File: src/rtl/rau_pkg.sv
// shared types and codes for the rational arithmetic unit
package rau_pkg;

    localparam int FIELD_BITS = 32;

    typedef enum logic [1:0] {
        OP_ADD = 2'd0,
        OP_SUB = 2'd1,
        OP_MUL = 2'd2,
        OP_DIV = 2'd3
    } op_t;

    typedef enum logic [1:0] {
        ST_OK       = 2'd0,
        ST_OPND_DEN = 2'd1,
        ST_DIV_ZERO = 2'd2,
        ST_RES_DEN  = 2'd3
    } status_t;

endpackage

File: src/rtl/rau_if.sv
// valid/ready channels for operand beats and result beats
interface rau_in_if;
    logic                 valid;
    logic                 ready;
    rau_pkg::op_t         opcode;
    logic signed [31:0]   a_numerator;
    logic signed [31:0]   a_denominator;
    logic signed [31:0]   b_numerator;
    logic signed [31:0]   b_denominator;

    modport source (output valid, opcode, a_numerator, a_denominator,
                    b_numerator, b_denominator, input ready);
    modport sink   (input valid, opcode, a_numerator, a_denominator,
                    b_numerator, b_denominator, output ready);
endinterface

interface rau_out_if;
    logic                 valid;
    logic                 ready;
    logic signed [31:0]   result_numerator;
    logic signed [31:0]   result_denominator;
    rau_pkg::status_t     status;

    modport source (output valid, result_numerator, result_denominator, status,
                    input ready);
    modport sink   (input valid, result_numerator, result_denominator, status,
                    output ready);
endinterface

File: src/rtl/rau_divider.sv
// restoring unsigned divider, one quotient bit per cycle
module rau_divider #(
    parameter int WORD_BITS = 32
) (
    input  logic                 clk,
    input  logic                 rst_n,
    input  logic                 start,
    input  logic [WORD_BITS-1:0] dividend,
    input  logic [WORD_BITS-1:0] divisor,
    output logic                 done,
    output logic [WORD_BITS-1:0] quotient,
    output logic [WORD_BITS-1:0] remainder
);
    localparam int CW = $clog2(WORD_BITS + 1);

    logic [CW-1:0]        cnt_reg, cnt_next;
    logic                 done_reg, done_next;
    logic [WORD_BITS-1:0] rem_reg, rem_next;
    logic [WORD_BITS-1:0] quo_reg, quo_next;
    logic [WORD_BITS-1:0] dvs_reg, dvs_next;
    logic [WORD_BITS:0]   shifted;
    logic [WORD_BITS:0]   diff;

    always_comb
    begin
        shifted   = {rem_reg, quo_reg[WORD_BITS-1]};
        diff      = shifted - {1'b0, dvs_reg};
        cnt_next  = cnt_reg;
        done_next = 1'b0;
        rem_next  = rem_reg;
        quo_next  = quo_reg;
        dvs_next  = dvs_reg;
        if (start)
        begin
            cnt_next = CW'(WORD_BITS);
            rem_next = '0;
            quo_next = dividend;
            dvs_next = divisor;
        end
        else if (cnt_reg != '0)
        begin
            cnt_next = cnt_reg - 1'b1;
            rem_next = diff[WORD_BITS] ? shifted[WORD_BITS-1:0] : diff[WORD_BITS-1:0];
            quo_next = {quo_reg[WORD_BITS-2:0], ~diff[WORD_BITS]};
            done_next = (cnt_reg == CW'(1));
        end
    end

    always_ff @(posedge clk or negedge rst_n)
    begin
        if (!rst_n)
        begin
            cnt_reg  <= '0;
            done_reg <= 1'b0;
        end
        else
        begin
            cnt_reg  <= cnt_next;
            done_reg <= done_next;
        end
    end

    always_ff @(posedge clk)
    begin
        rem_reg <= rem_next;
        quo_reg <= quo_next;
        dvs_reg <= dvs_next;
    end

    assign done      = done_reg;
    assign quotient  = quo_reg;
    assign remainder = rem_reg;
endmodule

File: src/rtl/rational_arith_unit.sv
// rational arithmetic unit: gcd-reduced add, sub, mul, div of two fractions
//
// usage: one operand beat on "operands" carries an opcode and two fractions;
// one result beat on "result" carries the reduced fraction and a status.
// operands.ready is high only while the sequencer is idle, so one item is in
// work at a time. each item runs three gcd reductions (operand a, operand b,
// result), every remainder and quotient coming from one shared restoring
// divider, and up to three products from a shift-add multiplier. the time
// per item therefore depends on the data, through the number of euclid
// steps; an operand denominator of zero goes straight to the result.
// the result sits in an output register until taken; while the receiver
// stalls a finished item waits in the sequencer and no new beat is taken.
// reset clears the sequencer and the output valid; nothing else needs it.
module rational_arith_unit #(
    parameter int WORD_BITS = 32
) (
    input  logic   clk,
    input  logic   rst_n,
    rau_in_if.sink operands,
    rau_out_if.source result
);
    import rau_pkg::*;

    localparam int W  = WORD_BITS;
    localparam int CW = $clog2(W + 1);

    localparam logic [1:0] PH_A = 2'd0;
    localparam logic [1:0] PH_B = 2'd1;
    localparam logic [1:0] PH_R = 2'd2;

    typedef enum logic [10:0] {
        S_IDLE  = 11'b00000000001,
        S_GCD   = 11'b00000000010,
        S_GWAIT = 11'b00000000100,
        S_QN    = 11'b00000001000,
        S_QNW   = 11'b00000010000,
        S_QD    = 11'b00000100000,
        S_QDW   = 11'b00001000000,
        S_MSET  = 11'b00010000000,
        S_MRUN  = 11'b00100000000,
        S_COMB  = 11'b01000000000,
        S_DONE  = 11'b10000000000
    } state_t;

    state_t         state_reg, state_next;
    logic [1:0]     phase_reg, phase_next;
    logic [1:0]     k_reg, k_next;
    op_t            op_reg, op_next;
    status_t        st_reg, st_next;
    logic [W-1:0]   an_reg, an_next, ad_reg, ad_next;
    logic [W-1:0]   bn_reg, bn_next, bd_reg, bd_next;
    logic [W-1:0]   x_reg, x_next, y_reg, y_next, g_reg, g_next;
    logic [W-1:0]   p0_reg, p0_next, p1_reg, p1_next, p2_reg, p2_next;
    logic [W-1:0]   mc_reg, mc_next, mp_reg, mp_next, acc_reg, acc_next;
    logic [CW-1:0]  mcnt_reg, mcnt_next;

    logic           ovalid_reg, ovalid_next;
    logic [31:0]    onum_reg, onum_next, oden_reg, oden_next;
    status_t        ost_reg, ost_next;

    logic           div_start, div_done;
    logic [W-1:0]   div_a, div_b, div_q, div_r;
    logic [W-1:0]   cur_n, cur_d, sq, rn, rd;
    logic           sq_neg;

    function automatic logic [W-1:0] magn(input logic [W-1:0] v);
        magn = v[W-1] ? (W'(0) - v) : v;
    endfunction

    rau_divider #(.WORD_BITS(W)) u_div (
        .clk       (clk),
        .rst_n     (rst_n),
        .start     (div_start),
        .dividend  (div_a),
        .divisor   (div_b),
        .done      (div_done),
        .quotient  (div_q),
        .remainder (div_r)
    );

    assign cur_n = (phase_reg == PH_B) ? bn_reg : an_reg;
    assign cur_d = (phase_reg == PH_B) ? bd_reg : ad_reg;

    always_comb
    begin
        case (op_reg)
            OP_ADD:  rn = p0_reg + p2_reg;
            OP_SUB:  rn = p0_reg - p2_reg;
            default: rn = p0_reg;
        endcase
        rd = p1_reg;
    end

    always_comb
    begin
        state_next  = state_reg;
        phase_next  = phase_reg;
        k_next      = k_reg;
        op_next     = op_reg;
        st_next     = st_reg;
        an_next     = an_reg;
        ad_next     = ad_reg;
        bn_next     = bn_reg;
        bd_next     = bd_reg;
        x_next      = x_reg;
        y_next      = y_reg;
        g_next      = g_reg;
        p0_next     = p0_reg;
        p1_next     = p1_reg;
        p2_next     = p2_reg;
        mc_next     = mc_reg;
        mp_next     = mp_reg;
        acc_next    = acc_reg;
        mcnt_next   = mcnt_reg;
        ovalid_next = ovalid_reg;
        onum_next   = onum_reg;
        oden_next   = oden_reg;
        ost_next    = ost_reg;
        div_start   = 1'b0;
        div_a       = magn(x_reg);
        div_b       = magn(y_reg);
        sq_neg      = 1'b0;
        sq          = div_q;

        if (ovalid_reg && result.ready)
            ovalid_next = 1'b0;

        unique case (state_reg)
            S_IDLE:
            begin
                if (operands.valid)
                begin
                    op_next = operands.opcode;
                    an_next = W'(operands.a_numerator);
                    ad_next = W'(operands.a_denominator);
                    bn_next = W'(operands.b_numerator);
                    bd_next = W'(operands.b_denominator);
                    x_next  = W'(operands.a_numerator);
                    y_next  = W'(operands.a_denominator);
                    phase_next = PH_A;
                    if (W'(operands.a_denominator) == '0 ||
                        W'(operands.b_denominator) == '0)
                    begin
                        st_next    = ST_OPND_DEN;
                        state_next = S_DONE;
                    end
                    else
                    begin
                        st_next    = ST_OK;
                        state_next = S_GCD;
                    end
                end
            end
            S_GCD:
            begin
                if (y_reg == '0)
                begin
                    g_next     = x_reg;
                    state_next = S_QN;
                end
                else
                begin
                    div_start  = 1'b1;
                    state_next = S_GWAIT;
                end
            end
            S_GWAIT:
            begin
                if (div_done)
                begin
                    // remainder takes the dividend's sign
                    x_next     = y_reg;
                    y_next     = x_reg[W-1] ? (W'(0) - div_r) : div_r;
                    state_next = S_GCD;
                end
            end
            S_QN:
            begin
                div_a      = magn(cur_n);
                div_b      = magn(g_reg);
                div_start  = 1'b1;
                state_next = S_QNW;
            end
            S_QNW:
            begin
                sq_neg = cur_n[W-1] ^ g_reg[W-1];
                sq     = sq_neg ? (W'(0) - div_q) : div_q;
                if (div_done)
                begin
                    if (phase_reg == PH_B)
                        bn_next = sq;
                    else
                        an_next = sq;
                    state_next = S_QD;
                end
            end
            S_QD:
            begin
                div_a      = magn(cur_d);
                div_b      = magn(g_reg);
                div_start  = 1'b1;
                state_next = S_QDW;
            end
            S_QDW:
            begin
                sq_neg = cur_d[W-1] ^ g_reg[W-1];
                sq     = sq_neg ? (W'(0) - div_q) : div_q;
                if (div_done)
                begin
                    if (phase_reg == PH_B)
                        bd_next = sq;
                    else
                        ad_next = sq;
                    if (phase_reg == PH_A)
                    begin
                        phase_next = PH_B;
                        x_next     = bn_reg;
                        y_next     = bd_reg;
                        state_next = S_GCD;
                    end
                    else if (phase_reg == PH_B)
                    begin
                        k_next = 2'd0;
                        if (op_reg == OP_DIV && bn_reg == '0)
                        begin
                            st_next    = ST_DIV_ZERO;
                            state_next = S_DONE;
                        end
                        else
                            state_next = S_MSET;
                    end
                    else
                        state_next = S_DONE;
                end
            end
            S_MSET:
            begin
                unique case (k_reg)
                    2'd0:
                    begin
                        mc_next = an_reg;
                        mp_next = (op_reg == OP_MUL) ? bn_reg : bd_reg;
                    end
                    2'd1:
                    begin
                        mc_next = ad_reg;
                        mp_next = (op_reg == OP_DIV) ? bn_reg : bd_reg;
                    end
                    default:
                    begin
                        mc_next = bn_reg;
                        mp_next = ad_reg;
                    end
                endcase
                acc_next   = '0;
                mcnt_next  = CW'(W);
                state_next = S_MRUN;
            end
            S_MRUN:
            begin
                acc_next  = mp_reg[0] ? (acc_reg + mc_reg) : acc_reg;
                mc_next   = {mc_reg[W-2:0], 1'b0};
                mp_next   = {1'b0, mp_reg[W-1:1]};
                mcnt_next = mcnt_reg - 1'b1;
                if (mcnt_reg == CW'(1))
                begin
                    unique case (k_reg)
                        2'd0:    p0_next = acc_next;
                        2'd1:    p1_next = acc_next;
                        default: p2_next = acc_next;
                    endcase
                    k_next = k_reg + 1'b1;
                    if (k_reg == 2'd2 ||
                        (k_reg == 2'd1 && (op_reg == OP_MUL || op_reg == OP_DIV)))
                        state_next = S_COMB;
                    else
                        state_next = S_MSET;
                end
            end
            S_COMB:
            begin
                if (rd == '0)
                begin
                    st_next    = ST_RES_DEN;
                    state_next = S_DONE;
                end
                else
                begin
                    an_next    = rn;
                    ad_next    = rd;
                    x_next     = rn;
                    y_next     = rd;
                    phase_next = PH_R;
                    state_next = S_GCD;
                end
            end
            S_DONE:
            begin
                if (!ovalid_reg || result.ready)
                begin
                    ovalid_next = 1'b1;
                    ost_next    = st_reg;
                    if (st_reg == ST_OK)
                    begin
                        onum_next = 32'(signed'(an_reg));
                        oden_next = 32'(signed'(ad_reg));
                    end
                    else
                    begin
                        onum_next = '0;
                        oden_next = '0;
                    end
                    state_next = S_IDLE;
                end
            end
            default:
                state_next = S_IDLE;
        endcase
    end

    always_ff @(posedge clk or negedge rst_n)
    begin
        if (!rst_n)
        begin
            state_reg  <= S_IDLE;
            ovalid_reg <= 1'b0;
        end
        else
        begin
            state_reg  <= state_next;
            ovalid_reg <= ovalid_next;
        end
    end

    always_ff @(posedge clk)
    begin
        phase_reg <= phase_next;
        k_reg     <= k_next;
        op_reg    <= op_next;
        st_reg    <= st_next;
        an_reg    <= an_next;
        ad_reg    <= ad_next;
        bn_reg    <= bn_next;
        bd_reg    <= bd_next;
        x_reg     <= x_next;
        y_reg     <= y_next;
        g_reg     <= g_next;
        p0_reg    <= p0_next;
        p1_reg    <= p1_next;
        p2_reg    <= p2_next;
        mc_reg    <= mc_next;
        mp_reg    <= mp_next;
        acc_reg   <= acc_next;
        mcnt_reg  <= mcnt_next;
        onum_reg  <= onum_next;
        oden_reg  <= oden_next;
        ost_reg   <= ost_next;
    end

    assign operands.ready            = (state_reg == S_IDLE);
    assign result.valid              = ovalid_reg;
    assign result.result_numerator   = onum_reg;
    assign result.result_denominator = oden_reg;
    assign result.status             = ost_reg;

    // an accepted beat keeps the block busy on the next cycle
    a_busy_after_accept: assert property (@(posedge clk) disable iff (!rst_n)
        (operands.valid && operands.ready) |=> !operands.ready)
        else $error("ready did not drop after an operand beat");

    // error results carry a zero fraction
    a_err_zero: assert property (@(posedge clk) disable iff (!rst_n)
        (ovalid_reg && ost_reg != ST_OK) |-> (onum_reg == '0 && oden_reg == '0))
        else $error("error result with nonzero fraction");

    // a divider start is always followed by a state that waits for it
    a_div_start: assert property (@(posedge clk) disable iff (!rst_n)
        div_start |=> (state_reg == S_GWAIT || state_reg == S_QNW || state_reg == S_QDW))
        else $error("divider started outside a wait sequence");

    // a result is only loaded when the output slot is free
    a_no_overwrite: assert property (@(posedge clk) disable iff (!rst_n)
        (ovalid_reg && !result.ready) |=> (ovalid_reg && $stable(onum_reg)))
        else $error("pending result overwritten");
endmodule
File: src/flat_wrapper.sv
// flat-port wrapper written by rule: the top's interface ports become plain ports
module rational_arith_unit_flat import rau_pkg::*;
#(
    parameter int WORD_BITS = 32
)
  (clk, rst_n, operands_valid, operands_opcode, operands_a_numerator, operands_a_denominator, operands_b_numerator, operands_b_denominator, operands_ready, result_valid, result_result_numerator, result_result_denominator, result_status, result_ready);
  rau_in_if operands_i ();
  rau_out_if result_i ();
  input  logic clk;
  input  logic rst_n;
  input wire logic [$bits(operands_i.valid)-1:0] operands_valid;
  input wire logic [$bits(operands_i.opcode)-1:0] operands_opcode;
  input wire logic [$bits(operands_i.a_numerator)-1:0] operands_a_numerator;
  input wire logic [$bits(operands_i.a_denominator)-1:0] operands_a_denominator;
  input wire logic [$bits(operands_i.b_numerator)-1:0] operands_b_numerator;
  input wire logic [$bits(operands_i.b_denominator)-1:0] operands_b_denominator;
  output wire logic [$bits(operands_i.ready)-1:0] operands_ready;
  output wire logic [$bits(result_i.valid)-1:0] result_valid;
  output wire logic [$bits(result_i.result_numerator)-1:0] result_result_numerator;
  output wire logic [$bits(result_i.result_denominator)-1:0] result_result_denominator;
  output wire logic [$bits(result_i.status)-1:0] result_status;
  input wire logic [$bits(result_i.ready)-1:0] result_ready;
  assign operands_i.valid = operands_valid;
  assign operands_i.opcode = operands_opcode;
  assign operands_i.a_numerator = operands_a_numerator;
  assign operands_i.a_denominator = operands_a_denominator;
  assign operands_i.b_numerator = operands_b_numerator;
  assign operands_i.b_denominator = operands_b_denominator;
  assign operands_ready = operands_i.ready;
  assign result_valid = result_i.valid;
  assign result_result_numerator = result_i.result_numerator;
  assign result_result_denominator = result_i.result_denominator;
  assign result_status = result_i.status;
  assign result_i.ready = result_ready;
  rational_arith_unit #(.WORD_BITS(WORD_BITS)) u_core (.clk(clk), .rst_n(rst_n), .operands(operands_i), .result(result_i));
endmodule
File: config.mk
export PLATFORM = sky130hd
export DESIGN_NAME = rational_arith_unit_flat
export DESIGN_NICKNAME = d
export VERILOG_FILES = /design/src/rtl/rau_pkg.sv /design/src/rtl/rau_if.sv /design/src/rtl/rau_divider.sv /design/src/rtl/rational_arith_unit.sv /design/src/flat_wrapper.sv
export SDC_FILE = /design/constraint.sdc
export NUM_CORES = 2
export LEC_CHECK = 0
export BUFFER_PORTS_ARGS = -buffer_cell sky130_fd_sc_hd__buf_2
export CAP_MARGIN = 20
export CORE_UTILIZATION = 35
export DETAILED_ROUTE_END_ITERATION = 7
export PLACE_DENSITY = 0.51
export SKIP_LAST_GASP = 1
export SLEW_MARGIN = 5
export SYNTH_ARGS = -nofsm -noshare
export SYNTH_HDL_FRONTEND = slang
export SYNTH_SLANG_ARGS = --single-unit
File: constraint.sdc
create_clock -name clk -period 9.3 [get_ports clk]
set_input_delay 0.93 -clock clk [delete_from_list [all_inputs] [get_ports clk]]
set_output_delay 0.93 -clock clk [all_outputs]
set_load 0.02 [all_outputs]
# ---- Word level (Yosys, flattened, before mapping)
# Index checks and enable logic that the tools add are counted.
dict set report totals {
  inputBits 134
  out_inout_bits 68
  elab_cells 215
  regBits 611
}
dict set report classes {
  bitwise 4
  reduce_logical 43
  add_sub_neg 14
  mux 92
  eq_ne 34
}
# operator n
set ops {}
lappend ops {{32-bit two-way mux} 37}
lappend ops {{32-bit case mux with 2 select lines} 9}
lappend ops {{32-bit case mux with 4 select lines} 2}
lappend ops {{1-bit by 32-bit subtractor with 32-bit output (first input constant)} 7}
lappend ops {{32-bit case mux with 3 select lines} 2}
lappend ops {{32-bit zero test} 5}
lappend ops {{11-bit two-way mux} 11}
lappend ops {{11-bit case mux with 11 select lines} 1}
lappend ops {{32-bit adder} 2}
lappend ops {{33-bit by 32-bit subtractor with 33-bit output} 1}
lappend ops {{32-bit subtractor} 1}
lappend ops {{2-bit two-way mux} 14}
lappend ops {{5-bit AND reduction} 4}
lappend ops {{2-bit != test (second input constant)} 8}
lappend ops {{2-bit by 1-bit != test with 1-bit output (second input constant)} 7}
lappend ops {{6-bit by 1-bit equality test with 1-bit output (second input constant)} 2}
lappend ops {{6-bit two-way mux} 2}
lappend ops {{2-bit case mux with 3 select lines} 2}
lappend ops {{6-bit case mux with 2 select lines} 1}
lappend ops {{6-bit AND reduction} 2}
lappend ops {{6-bit by 1-bit subtractor with 6-bit output (second input constant)} 2}
lappend ops {{11-bit by 1-bit equality test with 1-bit output (second input constant)} 1}
lappend ops {{11-bit by 10-bit equality test with 1-bit output (second input constant)} 1}
lappend ops {{11-bit equality test (second input constant)} 1}
lappend ops {{31 further kinds} 62}

# ---- Longest topological paths before layout
dict set report logic_depth {
  word_depth 7
  depth_mapped 19
}

# ---- By module
# A second synthesis with hierarchy kept.
dict set report unflattened {
  cells_unflattened 4015
  hier_area_um2 39668.0
}
# module n_inst seq_area_each_um2 cells_per_inst area_per_inst_um2
set by_module_without_submodules {}
lappend by_module_without_submodules {rational_arith_unit 1 15195.8 3441 33699.8}
lappend by_module_without_submodules {rau_divider 1 2737.6 574 5968.2}

# ---- Worst setup path before layout
# OpenSTA, ideal clock, no wires.
dict set report synth_timing {
  kind {register to register}
  from {register u_core.state_reg[3]}
  to {register u_core.state_reg[9]}
  setup_ns 0.087
  arrival_ns 6.968
  required_ns 9.213
  path_stages_with_launch 10
  path_buffers 2
  slack_ns 2.245
  cell_sequence {dfrtp_1 -> clkbuf_1 -> nor3_1 -> and3b_1 -> clkbuf_1 -> nand3_1 -> a21oi_1 -> nor4_1 -> nand2b_1 -> nor3_1}
}
dict set report synth_between {
  elab_chain_len 3
  word_cells_on_any_way 19
}
# item line_no
set synth_lines {}
lappend synth_lines {{from (decl)} rational_arith_unit.sv:45} ;# state_t state_reg, state_next;
lappend synth_lines {{from (signal assigned)} rational_arith_unit.sv:330} ;# state_reg <= state_next;
lappend synth_lines {{11-bit equality test (tied with other cells)} rational_arith_unit.sv:128} ;# unique case (state_reg)
lappend synth_lines {{2-bit by 1-bit != test with 1-bit output (no line) or 2-bit != test (tied branches)} n/a}
lappend synth_lines {{6-bit AND reduction (no line)} n/a}
# Parallel ways exist; a longest one is shown, timed or not.
# A chain may end at the register's enable or synchronous reset.

# ---- Worst setup path in the final report
dict set report layout_timing {
  from {register u_core.p2_reg[4]}
  to {register u_core.x_reg[29], data pin}
}
dict set report layout_between {
  elab_chain_len 4
  word_cells_on_any_way 5
}
# item line_no
set layout_lines {}
lappend layout_lines {{from (decl)} rational_arith_unit.sv:53} ;# logic [W-1:0] p0_reg, p0_next, p1_reg, p1_next, p2_reg, p2_next;
lappend layout_lines {{from (signal assigned)} rational_arith_unit.sv:350} ;# p2_reg <= p2_next;
lappend layout_lines {{32-bit subtractor or 32-bit adder (tied branches)} {rational_arith_unit.sv:88, rational_arith_unit.sv:87}}
lappend layout_lines {{32-bit case mux with 2 select lines (*)} rational_arith_unit.sv:86} ;# case (op_reg)
lappend layout_lines {{32-bit two-way mux (*)} rational_arith_unit.sv:282} ;# if (rd == '0)
lappend layout_lines {{32-bit case mux with 4 select lines (*)} rational_arith_unit.sv:128}
lappend layout_lines {{net u_core.x_next[29]} rational_arith_unit.sv:52} ;# logic [W-1:0] x_reg, x_next, y_reg, y_next, g_reg, g_next;
lappend layout_lines {{to (signal assigned)} rational_arith_unit.sv:345} ;# x_reg <= x_next;
lappend layout_lines {{to (decl)} rational_arith_unit.sv:52}
# Mark *: on every way through the listed nets, which the timed path passes. The rest lies on a longest branch. The select of a mux whose other input is x is not followed.

==> summary.txt <==
Outcome
  • Status: completed

Critical path
  • Critical Path Slowest Stage Cell: or4b_2
  • Worst path arrival time: 5.75 ns
  • Cell Chain, Critical Path: or3_1, or3b_2, or2_2, nand2b_1, or4b_2, o21ai_0, xor2_1, ha_1, nand2_1, or3_1, o21a_1, or3b_2, a32oi_1, a31oi_1
  • Startpoint Class: flop
  • CP Class: reg2reg
  • Critical Path RT: 9.68 ns
  • R2R setup slack: 3.94 ns
  • R2r worst-path depth: 14
  • Max stage delay on crit path: 0.76 ns
  • CP max FO: 7
  • CP Capture Type: flop
  • Worst Setup SP: u_core.p2_reg[4]$_DFFE_PP_
  • Crit path capture: u_core.x_reg[29]$_DFFE_PP_
  • Reg-to-reg startpoint: u_core.p2_reg[4]$_DFFE_PP_
  • Worst R2R End: u_core.x_reg[29]$_DFFE_PP_

Power and ir drop
  • Leak: 17.23 nW
  • VDD IR max: 0.1897 mV
  • Power Density: 308.7 nW/µm²
  • Total power: 0.01387 W

Placed design
  • Buffers on Ports: 201
  • Detailed Place HPWL: 134.3 mm
  • Placed cells: 5,659
  • Worst slack at placement: 4.003 ns
  • Routability cong.: 1.005

Clock tree
  • CTS H-tree lvls: 3
  • Worst-Skew Late Latency: 0.68 ns
  • Postcts setup bufs: 0
  • Clk sink count: 611
  • Post_cts resized: 0
  • CTS tree: yes
  • CTS Buffer Depth: 3
  • Hold-fix buffers, CTS: 0
  • CTS buffer count: 76
  • Clk root buf: clkbuf_16
  • Clk pin slew, worst setup/hold paths: 0.06 ns

Synthesis
  • Area fraction of the dominant cell type after synthesis: 0.4239
  • Number of synthesized flops with an enable pin: 560
  • Synth async-reset ratio: 0.03110
  • Net Count, Synth: 4,364
  • Ranking of synthesized cells by area: edfxtp_1, a21oi_1, nand2_1
  • Syn_area_per_cell: 9.633 µm²
  • Cell with the most instances after synthesis: edfxtp_1
  • Post-synth top area cell: edfxtp_1
  • Post-Syn Instances: 4,118
  • Total of warnings raised by yosys: 0
  • Distinct cell type count after synthesis: 90
  • Register area share after synthesis: 0.4521
  • Post-synth top flop: edfxtp_1
  • Flops & latches, synth: 611
  • Synth top cells by count: edfxtp_1, nand2_1, a21oi_1
  • Post-Syn Area: 39,670 µm²

Detailed routing
  • Final WL: 175.5 mm
  • Iteration-0 DRC Markers: 4,217
  • Vias: 34,800
  • Drt pass-1 iters: 7
  • Detail Route Antenna Nets: 0
  • Drt drc: 0
  • Drt via density: 5.996
  • Routed length per instance: 30.25 µm

STA
  • Rel. slew slack: 0.1928
  • Hold Fails Final Rpt: 0
  • Final setup violation count: 0
  • Period Utilization, post-route: 0.5769
  • Pins over their slew limit: 0
  • Total negative slack: 0 ns
  • Final Critical Period: 5.365 ns
  • Setup ws final: 3.935 ns
  • Max Clk Rate: 186.4 MHz
  • Slew @ Worst Pin: 1.204 ns
  • Worst Skew: 0.04498 ns
  • RSZ-0062 raised after global routing: no

Floorplan
  • Core box area: 112,500 µm²
  • Die width: 338.7 µm
  • Initial Util: 0.3526
  • I/O pin count: 202
  • Die H: 338.7 µm
  • # rows: 123
  • DIE AREA: 114,700 µm²

Job
  • Maxcap violations: 0

Finish
  • Final Net Count: 4,485
  • Final Non-Filler Cells: 5,803
  • Synthesis-to-finish area growth: 13.24%
  • Util after Layout: 0.3993
  • Share of post-route cells with drive strength above 1: 0.1307

Global routing
  • Initial antenna violation count: 4
  • Tot GR Track Use: 0.2970
  • GRT overflow: 0
  • Largest net degree at the start of global routing: 88
  • Vias in the first global route: 32,120
  • First-pass GRT wire length: 245.0 mm

Worst hold path
  • Hold Path Class: in2async
logic make-up (layout without fill, tap and decap cells):
family                   Yosys count  in the layout  synth area share
AND/OR/NAND/NOR                 1372           1372            0.1662
AO/OA/AOI/OAI                   1178           1178            0.1901
multiplexers                     183            183           0.04911
flip-flops                       611            611            0.4521
other                              0              3                 0
buffers and inverters            324            506           0.03208
adder cells (fa/ha/maj)          112            112           0.03589
XOR/XNOR                         338            338           0.07463
worst min path at each step:
| stage | from | endpoint | slack, ns | cells after the start |
|---|---|---|---|---|
| detailed placement | u_core.x_reg[6]$_DFFE_PP_ | u_core.g_reg[6]$_DFFE_PP_ | 0.45 | 0 |
| global placement | u_core.x_reg[6]$_DFFE_PP_ | u_core.g_reg[6]$_DFFE_PP_ | 0.46 | 0 |
| finish | rst_n | u_core.state_reg[1]$_DFFE_PN0P_ | 0.24 | 1 |
| floorplan | u_core.x_reg[31]$_DFFE_PP_ | u_core.g_reg[31]$_DFFE_PP_ | 0.42 | 0 |
| CTS | rst_n | u_core.state_reg[7]$_DFFE_PN0P_ | 0.25 | 1 |
| global route | rst_n | u_core.state_reg[7]$_DFFE_PN0P_ | 0.28 | 1 |
routing by layer:
metal / wire length (µm) / track usage / up-vias / part of all wire
met4: 12020 / 0.1819 / 2 / 0.068
met1: 72940 / 0.3917 / 17040 / 0.42
met2: 76400 / 0.4513 / 1816 / 0.44
met3: 14150 / 0.05400 / 365 / 0.081
met5: 14 / 0 / - / 0.000080
li1: - / - / 15580 / -
layout make-up:
| cell class | instances | area [µm²] |
|---|---|---|
| diodes | 3 | 7.507 |
| clock buffers | 92 | 2004 |
| clock inverters | 47 | 460.4 |
| fillers | 11240 | 67580 |
| inverters | 86 | 322.8 |
| multi-input cells | 3183 | 20680 |
| flip-flops and latches | 611 | 17930 |
| well taps | 1500 | 1877 |
| repair buffers | 281 | 1632 |
cell usage in the layout (no fill, tap or decap), types with 21 or more instances in the layout:
cell       instances
edfxtp_1         560
nand2_1          484
a21oi_1          390
nor2_1           331
o21ai_0          239
buf_2            201
xor2_1           179
xnor2_1          154
ha_1             107
and2_1           106
mux2_2            93
mux2i_1           88
inv_1             83
a22o_1            81
clkbuf_16         78
buf_4             78
nor3_1            69
a21o_1            67
o31ai_1           65
nand3_1           63
or3_1             53
nor4_1            49
a22oi_1           42
nand2b_1          37
o211ai_1          35
dfxtp_1           32
a211oi_1          30
a31oi_1           29
or4_1             23
o21a_1            23
nand4_1           22
o22ai_1           22
o41ai_1           22
nor2b_1           22
a221oi_1          21
per-stage QoR:
| step | area (µm²) | hold WS, ns |
|---|---|---|
| detailed placement | 42410 | 0.4483 |
| CTS | 44870 | 0.2508 |
| global placement | 42410 | 0.4615 |
| global route | 44910 | 0.2831 |
| floorplan | 39670 | 0.4244 |
| finish | 44920 | 0.2444 |
report_power, final:
| part | total [W] | internal [W] | switching [W] |
|---|---|---|---|
| logic | 0.00592 | 0.00213 | 0.00379 |
| registers | 0.00491 | 0.00384 | 0.00106 |
| clock network | 0.00304 | 0.00176 | 0.00128 |
| total | 0.0139 | 0.00774 | 0.00613 |
critical path, delay by kind of cell (launching register included):
kind            cells  cell delay [ns]
simple gates        8             3.33
xor+xnor            1             0.10
flops               1             0.41
compound gates      4             0.81
fa+ha+maj           1             0.43
Note: power is estimated with default switching activity, not from simulation.
